`src/hdl/pidl_pkg.sv`:
```
`timescale 1ns / 1ps

package pidl_pkg;

  // default list capacity
  localparam int DEPTH_DEFAULT = 64;

  // command codes
  localparam logic [1:0] CMD_DELETE = 2'd0;
  localparam logic [1:0] CMD_INSERT = 2'd1;
  localparam logic [1:0] CMD_READ   = 2'd2;

  // status codes
  localparam logic [1:0] STAT_OK     = 2'd0;
  localparam logic [1:0] STAT_EMPTY  = 2'd1;
  localparam logic [1:0] STAT_FULL   = 2'd2;
  localparam logic [1:0] STAT_BADPOS = 2'd3;

  // input transaction
  typedef struct packed {
    logic [1:0]          cmd;
    logic [6:0]          position;
    logic signed [31:0]  new_value;
  } in_t;

  // result transaction
  typedef struct packed {
    logic [1:0]          status;
    logic [6:0]          element_count;
    logic signed [31:0]  read_value;
  } out_t;

  // sequencer states
  typedef enum logic [2:0] {
    S_IDLE,
    S_SHIFT,
    S_PUTVAL,
    S_RDATA,
    S_DONE
  } state_t;

endpackage

```
`src/hdl/pidl_ram.sv`:
```
`timescale 1ns / 1ps

module pidl_ram #(
  parameter int WIDTH = 32,
  parameter int DEPTH = pidl_pkg::DEPTH_DEFAULT
) (
  input  logic                     clk,
  input  logic                     wr_en,
  input  logic [$clog2(DEPTH)-1:0] wr_addr,
  input  logic [WIDTH-1:0]         wr_data,
  input  logic                     rd_en,
  input  logic [$clog2(DEPTH)-1:0] rd_addr,
  output logic [WIDTH-1:0]         rd_data
);

  logic [WIDTH-1:0] mem [DEPTH];

  // one write port, one registered read port
  always_ff @(posedge clk) begin
    if (wr_en) begin
      mem[wr_addr] <= wr_data;
    end
    if (rd_en) begin
      rd_data <= mem[rd_addr];
    end
  end

endmodule

```
`src/hdl/pidl_ctrl.sv`:
```
`timescale 1ns / 1ps

module pidl_ctrl #(
  parameter int DEPTH = pidl_pkg::DEPTH_DEFAULT
) (
  input  logic                     clk,
  input  logic                     rst_n,
  input  logic                     in_valid,
  output logic                     in_stall,
  input  pidl_pkg::in_t            in_data,
  output logic                     ram_rd_en,
  output logic [$clog2(DEPTH)-1:0] ram_rd_addr,
  input  logic [31:0]              ram_rdata,
  output logic                     ram_wr_en,
  output logic [$clog2(DEPTH)-1:0] ram_wr_addr,
  output logic [31:0]              ram_wr_data,
  output logic                     res_valid,
  output pidl_pkg::out_t           res,
  input  logic                     res_take
);

  localparam int AW   = $clog2(DEPTH);
  localparam int CW   = $clog2(DEPTH + 1);
  localparam int CMPW = ((CW > 7) ? CW : 7) + 1;

  pidl_pkg::state_t state_r, state_nxt;
  logic [CW-1:0]    count_r, count_nxt;
  logic [CW-1:0]    left_r, left_nxt;
  logic [AW-1:0]    rd_addr_r, rd_addr_nxt;
  logic [AW-1:0]    wa_r, wa_nxt;
  logic [AW-1:0]    pos_addr_r, pos_addr_nxt;
  logic             vld_r, vld_nxt;
  logic             op_ins_r, op_ins_nxt;
  logic [31:0]      val_r, val_nxt;
  pidl_pkg::out_t   res_r, res_nxt;

  logic [CMPW-1:0]  pos_w, cnt_w;
  logic             pos_zero, in_range, ins_range, is_empty, is_full;
  logic             is_del, is_ins, is_rd;
  logic             del_go, ins_go, rd_go;
  logic [1:0]       status_dec;

  // decode of the incoming transaction against the current count
  assign pos_w     = CMPW'(in_data.position);
  assign cnt_w     = CMPW'(count_r);
  assign pos_zero  = (in_data.position == '0);
  assign in_range  = !pos_zero && (pos_w <= cnt_w);
  assign ins_range = !pos_zero && (pos_w <= cnt_w + CMPW'(1));
  assign is_empty  = (count_r == '0);
  assign is_full   = (cnt_w >= CMPW'(DEPTH));
  assign is_del    = (in_data.cmd == pidl_pkg::CMD_DELETE);
  assign is_ins    = (in_data.cmd == pidl_pkg::CMD_INSERT);
  assign is_rd     = (in_data.cmd == pidl_pkg::CMD_READ);
  assign del_go    = is_del && !is_empty && in_range;
  assign ins_go    = is_ins && !is_full && ins_range;
  assign rd_go     = is_rd && in_range;

  // status, emptiness and fullness checked before position
  always_comb begin
    priority if (is_del && is_empty) begin
      status_dec = pidl_pkg::STAT_EMPTY;
    end else if (is_ins && is_full) begin
      status_dec = pidl_pkg::STAT_FULL;
    end else if (del_go || ins_go || rd_go) begin
      status_dec = pidl_pkg::STAT_OK;
    end else begin
      status_dec = pidl_pkg::STAT_BADPOS;
    end
  end

  // next state
  always_comb begin
    state_nxt = state_r;
    unique case (state_r)
      pidl_pkg::S_IDLE: begin
        if (in_valid) begin
          if (del_go || ins_go) begin
            state_nxt = pidl_pkg::S_SHIFT;
          end else if (rd_go) begin
            state_nxt = pidl_pkg::S_RDATA;
          end else begin
            state_nxt = pidl_pkg::S_DONE;
          end
        end
      end
      pidl_pkg::S_SHIFT: begin
        if (left_r == '0) begin
          state_nxt = op_ins_r ? pidl_pkg::S_PUTVAL : pidl_pkg::S_DONE;
        end
      end
      pidl_pkg::S_PUTVAL: state_nxt = pidl_pkg::S_DONE;
      pidl_pkg::S_RDATA:  state_nxt = pidl_pkg::S_DONE;
      pidl_pkg::S_DONE: begin
        if (res_take) begin
          state_nxt = pidl_pkg::S_IDLE;
        end
      end
      default: state_nxt = pidl_pkg::S_IDLE;
    endcase
  end

  // memory accesses and datapath updates
  always_comb begin
    count_nxt    = count_r;
    left_nxt     = left_r;
    rd_addr_nxt  = rd_addr_r;
    wa_nxt       = wa_r;
    pos_addr_nxt = pos_addr_r;
    vld_nxt      = 1'b0;
    op_ins_nxt   = op_ins_r;
    val_nxt      = val_r;
    res_nxt      = res_r;
    ram_rd_en    = 1'b0;
    ram_rd_addr  = rd_addr_r;
    ram_wr_en    = 1'b0;
    ram_wr_addr  = wa_r;
    ram_wr_data  = ram_rdata;
    unique case (state_r)
      pidl_pkg::S_IDLE: begin
        if (in_valid) begin
          if (del_go) begin
            count_nxt = count_r - CW'(1);
          end else if (ins_go) begin
            count_nxt = count_r + CW'(1);
          end
          res_nxt.status        = status_dec;
          res_nxt.element_count = 7'(count_nxt);
          res_nxt.read_value    = '0;
          op_ins_nxt   = is_ins;
          val_nxt      = in_data.new_value;
          pos_addr_nxt = AW'(pos_w - CMPW'(1));
          // delete walks upward from the position, insert downward from the top
          if (del_go) begin
            left_nxt    = CW'(cnt_w - pos_w);
            rd_addr_nxt = AW'(pos_w);
          end else if (ins_go) begin
            left_nxt    = CW'(cnt_w + CMPW'(1) - pos_w);
            rd_addr_nxt = AW'(cnt_w - CMPW'(1));
          end else begin
            left_nxt    = '0;
          end
          if (rd_go) begin
            ram_rd_en   = 1'b1;
            ram_rd_addr = AW'(pos_w - CMPW'(1));
          end
        end
      end
      pidl_pkg::S_SHIFT: begin
        // write back the entry read last cycle one place over
        ram_wr_en = vld_r;
        if (left_r != '0) begin
          ram_rd_en = 1'b1;
          left_nxt  = left_r - CW'(1);
          vld_nxt   = 1'b1;
          if (op_ins_r) begin
            rd_addr_nxt = rd_addr_r - AW'(1);
            wa_nxt      = rd_addr_r + AW'(1);
          end else begin
            rd_addr_nxt = rd_addr_r + AW'(1);
            wa_nxt      = rd_addr_r - AW'(1);
          end
        end
      end
      pidl_pkg::S_PUTVAL: begin
        ram_wr_en   = 1'b1;
        ram_wr_addr = pos_addr_r;
        ram_wr_data = val_r;
      end
      pidl_pkg::S_RDATA: begin
        res_nxt.read_value = ram_rdata;
      end
      pidl_pkg::S_DONE: begin
      end
      default: begin
      end
    endcase
  end

  assign in_stall  = (state_r != pidl_pkg::S_IDLE);
  assign res_valid = (state_r == pidl_pkg::S_DONE);
  assign res       = res_r;

  // control state
  always_ff @(posedge clk) begin
    if (!rst_n) begin
      state_r <= pidl_pkg::S_IDLE;
      count_r <= '0;
      left_r  <= '0;
      vld_r   <= 1'b0;
    end else begin
      state_r <= state_nxt;
      count_r <= count_nxt;
      left_r  <= left_nxt;
      vld_r   <= vld_nxt;
    end
  end

  // payload registers
  always_ff @(posedge clk) begin
    rd_addr_r  <= rd_addr_nxt;
    wa_r       <= wa_nxt;
    pos_addr_r <= pos_addr_nxt;
    op_ins_r   <= op_ins_nxt;
    val_r      <= val_nxt;
    res_r      <= res_nxt;
  end

endmodule

```
`src/hdl/positional_insert_delete_list_core.sv`:
```
`timescale 1ns / 1ps

// channel | direction | handshake                 | payload
// in_     | input     | in_valid / in_stall       | pidl_pkg::in_t  cmd, position, new_value
// out_    | output    | out_valid / out_stall     | pidl_pkg::out_t status, element_count, read_value
//
// a delete moves count - position entries and an insert moves count + 1 - position
// entries, one entry per cycle through the single read and single write port of the
// entry memory; an insert then writes its new value in S_PUTVAL.
// a read passes through S_RDATA, a rejected command goes straight to S_DONE.
// one transaction is worked on at a time; the next is taken once the result
// has moved to the output register. reset clears the count but not the entries;
// entries beyond the count are never read. out_stall holds the result in place.

module positional_insert_delete_list_core #(
  parameter int DEPTH = pidl_pkg::DEPTH_DEFAULT
) (
  input  logic           clk,
  input  logic           rst_n,
  input  logic           in_valid,
  output logic           in_stall,
  input  pidl_pkg::in_t  in_data,
  output logic           out_valid,
  input  logic           out_stall,
  output pidl_pkg::out_t out_data
);

  localparam int AW = $clog2(DEPTH);

  logic           ram_rd_en, ram_wr_en;
  logic [AW-1:0]  ram_rd_addr, ram_wr_addr;
  logic [31:0]    ram_rdata, ram_wr_data;
  logic           res_valid, res_take;
  pidl_pkg::out_t res;

  logic           out_valid_r, out_valid_nxt;
  pidl_pkg::out_t out_data_r;

  pidl_ctrl #(.DEPTH(DEPTH)) u_ctrl (
    .clk         (clk),
    .rst_n       (rst_n),
    .in_valid    (in_valid),
    .in_stall    (in_stall),
    .in_data     (in_data),
    .ram_rd_en   (ram_rd_en),
    .ram_rd_addr (ram_rd_addr),
    .ram_rdata   (ram_rdata),
    .ram_wr_en   (ram_wr_en),
    .ram_wr_addr (ram_wr_addr),
    .ram_wr_data (ram_wr_data),
    .res_valid   (res_valid),
    .res         (res),
    .res_take    (res_take)
  );

  pidl_ram #(.WIDTH(32), .DEPTH(DEPTH)) u_ram (
    .clk     (clk),
    .wr_en   (ram_wr_en),
    .wr_addr (ram_wr_addr),
    .wr_data (ram_wr_data),
    .rd_en   (ram_rd_en),
    .rd_addr (ram_rd_addr),
    .rd_data (ram_rdata)
  );

  // output register, free when empty or being drained
  assign res_take      = !out_valid_r || !out_stall;
  assign out_valid_nxt = (res_valid && res_take) || (out_valid_r && out_stall);

  always_ff @(posedge clk) begin
    if (!rst_n) begin
      out_valid_r <= 1'b0;
    end else begin
      out_valid_r <= out_valid_nxt;
    end
  end

  always_ff @(posedge clk) begin
    if (res_valid && res_take) begin
      out_data_r <= res;
    end
  end

  assign out_valid = out_valid_r;
  assign out_data  = out_data_r;

endmodule

```
`config.mk`:
```
export PLATFORM = sky130hd
export DESIGN_NAME = positional_insert_delete_list_core
export DESIGN_NICKNAME = d
export VERILOG_FILES = /design/src/hdl/pidl_pkg.sv /design/src/hdl/pidl_ram.sv /design/src/hdl/pidl_ctrl.sv /design/src/hdl/positional_insert_delete_list_core.sv
export SDC_FILE = /design/constraint.sdc
export NUM_CORES = 2
export LEC_CHECK = 0
export BUFFER_PORTS_ARGS = -buffer_cell sky130_fd_sc_hd__buf_2
export CORE_MARGIN = 5
export CORE_UTILIZATION = 45
export DETAILED_ROUTE_END_ITERATION = 6
export GPL_TIMING_DRIVEN = 0
export MAX_ROUTING_LAYER = met4
export PLACE_DENSITY = 0.66
export SYNTH_ARGS = -nofsm -noshare
export SYNTH_HDL_FRONTEND = slang
export SYNTH_SLANG_ARGS = --single-unit
```
`constraint.sdc`:
```
create_clock -name clk -period 13 [get_ports clk]
set_input_delay 2.6 -clock clk [delete_from_list [all_inputs] [get_ports clk]]
set_output_delay 2.6 -clock clk [all_outputs]
set_load 0.01 [all_outputs]
```
==> run_results.csv <==
group,metric,value,unit
worst_setup_path,start_kind,"primary input",
pwr,netSwitchingFraction,0.2225,
drt,drtIter0Drc,12150,
global_routing,gr-total-overflow,0,
worst_setup_path,arrival,11160,ps
die,io_pins,88,
drt,vias_per_cell,6.755,
clocking,insertion_delay,900,ps
logic_synthesis,syn_avg_cell_area,15.07,sq um
job,maxCapViolCount,10,
clocking,path_clk_slew,60,ps
logic_synthesis,synth_most_common_cell,"edfxtp_1",
logic_synthesis,yosys_register_bits,2232,
sta,layout_min_cycle_time,10820,ps
sta,maxSlewHeadroom,-0.2023,
pwr,power.leakage,34.10,nW
pwr,powerDensity,142.1,nW/um^2
outcome,violations,"DRC, capacitance limit, slew limit",
sta,rsz0062_at_grt,"no",
placement,port_buffers,87,
sta,tightest_slew,1758,ps
global_routing,grt_pass1_vias,58330,
die,die_x,458.6,um
logic_synthesis,async_flop_share,0,
pwr,clkPwrFrac,0.424,
die,row_count,164,
layout,area_growth,14.85,%
global_routing,antenna_found_initial,20,
sta,skew,54.74,ps
worst_setup_path,cp_slowest_cell,"o31ai_2",
logic_synthesis,synth_cell_types,91,
placement,place_area,96930,sq um
pwr,power.internal,11.49,mW
layout,nNetsFinal,6500,
die,die_y,458.6,um
global_routing,grt_usage,0.3259,
logic_synthesis,synth_edf_count,2213,
pwr,combPwrFrac,0.042,
pwr,power_switching,3.288,mW
layout,fin_cells,9285,
logic_synthesis,ys.flop_type,"edfxtp_1",
logic_synthesis,seq_area_frac_synth,0.7379,
clocking,cts_tree,"yes",
global_routing,grt_max_degree,65,
worst_setup_path,crit_required,13340,ps
pwr,seqPwrFrac,0.533,
logic_synthesis,yosysWarnings,0,
drt,wl,343400,um
drt,drc,1,
sta,maxClockFrequency,0.09246,GHz
clocking,cts_resized,0,
sta,min_period_over_period,0.8320,
logic_synthesis,synth_top_area_share,0.7337,
sta,hold_viol,0,
logic_synthesis,netlist_instances,6010,
placement,place_inst,8860,
drt,vias,62720,
die,initial_core_util,0.4527,
global_routing,grt_pass1_wl,466600,um
layout,drive_gt1_frac,0.1314,
worst_setup_path,critPathMaxStageDelay,1180,ps
placement,gp_congestion,0.9408,
worst_setup_path,cp_cell_sequence,"buf_2, clkbuf_1, clkinv_1, clkbuf_1, ha_1, and2_0, o21ai_0, a41o_1, buf_2, nand2_1, o31ai_2, clkbuf_1, buf_1, clkbuf_1, a32oi_1, nand3_1, nand4b_1",
drt,ant_nets,0,
clocking,holdBufCountCts,0,
clocking,clock_path_buffers,3,
min_path,hold_path_class,"reg2reg",
sta,slew_violations,40,
die,core-area,200100,sq um
layout,num-fill-cells,16230,
layout,multi_input_area,22490,sq um
outcome,status,"complete, but fails checks",
clocking,cts_num_sinks,2232,
worst_setup_path,path_common_cell,"clkbuf_1",
layout,stdcell_area,104000,sq um
clocking,cts-buffers-inserted,220,
clocking,post_cts_buffers,0,
pwr,ir_drop,0.1358,mV
logic_synthesis,synth_fp_nets,6083,
clocking,h-tree-depth,4,
worst_setup_path,path_class,"in2reg",
logic_synthesis,syn_area,90580,sq um
placement,dpl.hpwl,228400,um
logic_synthesis,yosys-top-cells-area,"edfxtp_1 73%, mux2i_1 3.9%, nand2_1 2.2%",
drt,routedWlPerCell,36.98,um
clocking,cts_root_buf,"clkbuf_16",
logic_synthesis,synth_common_cells,"2213 x edfxtp_1, 526 x nand2_1, 350 x mux2i_1, 326 x nand3_1, 286 x clkbuf_1",
worst_setup_path,crit_path_end_kind,"flip-flop",
sta,fin_setup_tns,0,ps
worst_setup_path,cp_max_fo,13,
die,dieArea,210400,sq um
layout,register_area,66830,sq um
logic_synthesis,synth_top_area_cell,"edfxtp_1",
drt,firstDrtPassIters,7,
sta,setup_viol,0,
-- layout make-up --
class / count / share of cell area
repair buffers: 195 / 0.02308
flip-flops and latches: 2232 / 0.6425
multi-input cells: 3305 / 0.2162
clock buffers: 273 / 0.05545
well taps: 2656 / 0.03195
inverters: 33 / 0.001191
diodes: 17 / 0.0004089
plain buffers: 440 / 0.01760
clock inverters: 134 / 0.01168
-- kinds of logic (layout without fill, tap and decap cells) --
kind of cell / Yosys count / in the layout / share of synthesized area
muxes: 443 / 443 / 0.05061
xor gates and xnor gates: 35 / 35 / 0.003384
and+or+nand+nor: 1513 / 1513 / 0.08414
adders and majority gates: 28 / 28 / 0.004034
DFF: 2232 / 2232 / 0.7379
AOI/OAI and AO/OA: 1286 / 1286 / 0.09844
buffers and inverters: 473 / 1075 / 0.02151
other: 0 / 17 / 0
-- worst max-delay path: cells and delay by family --
kind / cells / cell delay [ps]
adders and majority gates: 1 / 540
buffers and inverters: 8 / 4340
and+or+nand+nor: 4 / 1440
AOI/OAI and AO/OA: 4 / 2170
-- power by group through the flow --
stage	sequential, mW	combinational [mW]	clock (mW)
after floorplan	8.03	0.302	0
after global placement	8.04	0.582	0
after detailed placement	8.04	0.603	0
after CTS	7.89	0.606	6.25
after global routing	7.88	0.640	6.57
final	7.88	0.628	6.27
-- flip-flops by register name, summed over array words and instances, names as in the netlist, 7 cells and up --
| register | count |
|---|---|
| u_ram.mem | 2048 |
| out_data | 41 |
| u_ctrl.res | 41 |
| u_ctrl.val_r | 32 |
| u_ram.rd_data | 32 |
| u_ctrl.count_r | 7 |
| u_ctrl.left_r | 7 |
-- final timing paths --
check	startpoint	end	slack, ps	cells past startpoint
max	in_data[32]	u_ram.rd_data[19]$_DFFE_PP_	2180	17
min	u_ctrl.res[5]$_SDFFCE_PN0P_	out_data[5]$_DFFE_PP_	370	0
max reg2reg	u_ctrl.count_r[0]$_SDFFE_PN0P_	u_ram.rd_data[19]$_DFFE_PP_	4680	14
min reg2reg	u_ctrl.res[5]$_SDFFCE_PN0P_	out_data[5]$_DFFE_PP_	370	0
-- routing by layer --
layer / vias to the layer above / wire (um) / GRT usage
met5: - / 0 / -
met3: 1029 / 53960 / 0.1040
li1: 24810 / - / -
met2: 5653 / 146700 / 0.4630
met4: 0 / 24200 / 0.1803
met1: 31230 / 118500 / 0.4157
-- through the flow --
step                      hold slack (ps)  power [mW]  setup WS (ps)  utilization
final                               374.4       14.78           2184       0.5200
after global routing                387.5       15.09           2172       0.5200
after CTS                           379.4       14.74           2541       0.5194
after detailed placement            404.5       8.641           1643       0.4845
after global placement              401.0       8.624          80.74       0.4715
after floorplan                     400.3       8.336           6179            -
-- cell usage in the layout, fill, tap and decap left out, drive strengths merged, types with 68 or more instances in the layout --
master	count
mux2	90
clkbuf	560
a211oi	162
clkinv	115
nand3	326
and3	171
o21ai	280
buf	347
a22oi	77
a31oi	68
edfxtp	2213
nand2	529
a21oi	194
nor2	135
mux2i	350
Note: power is estimated with default switching activity, not from simulation.
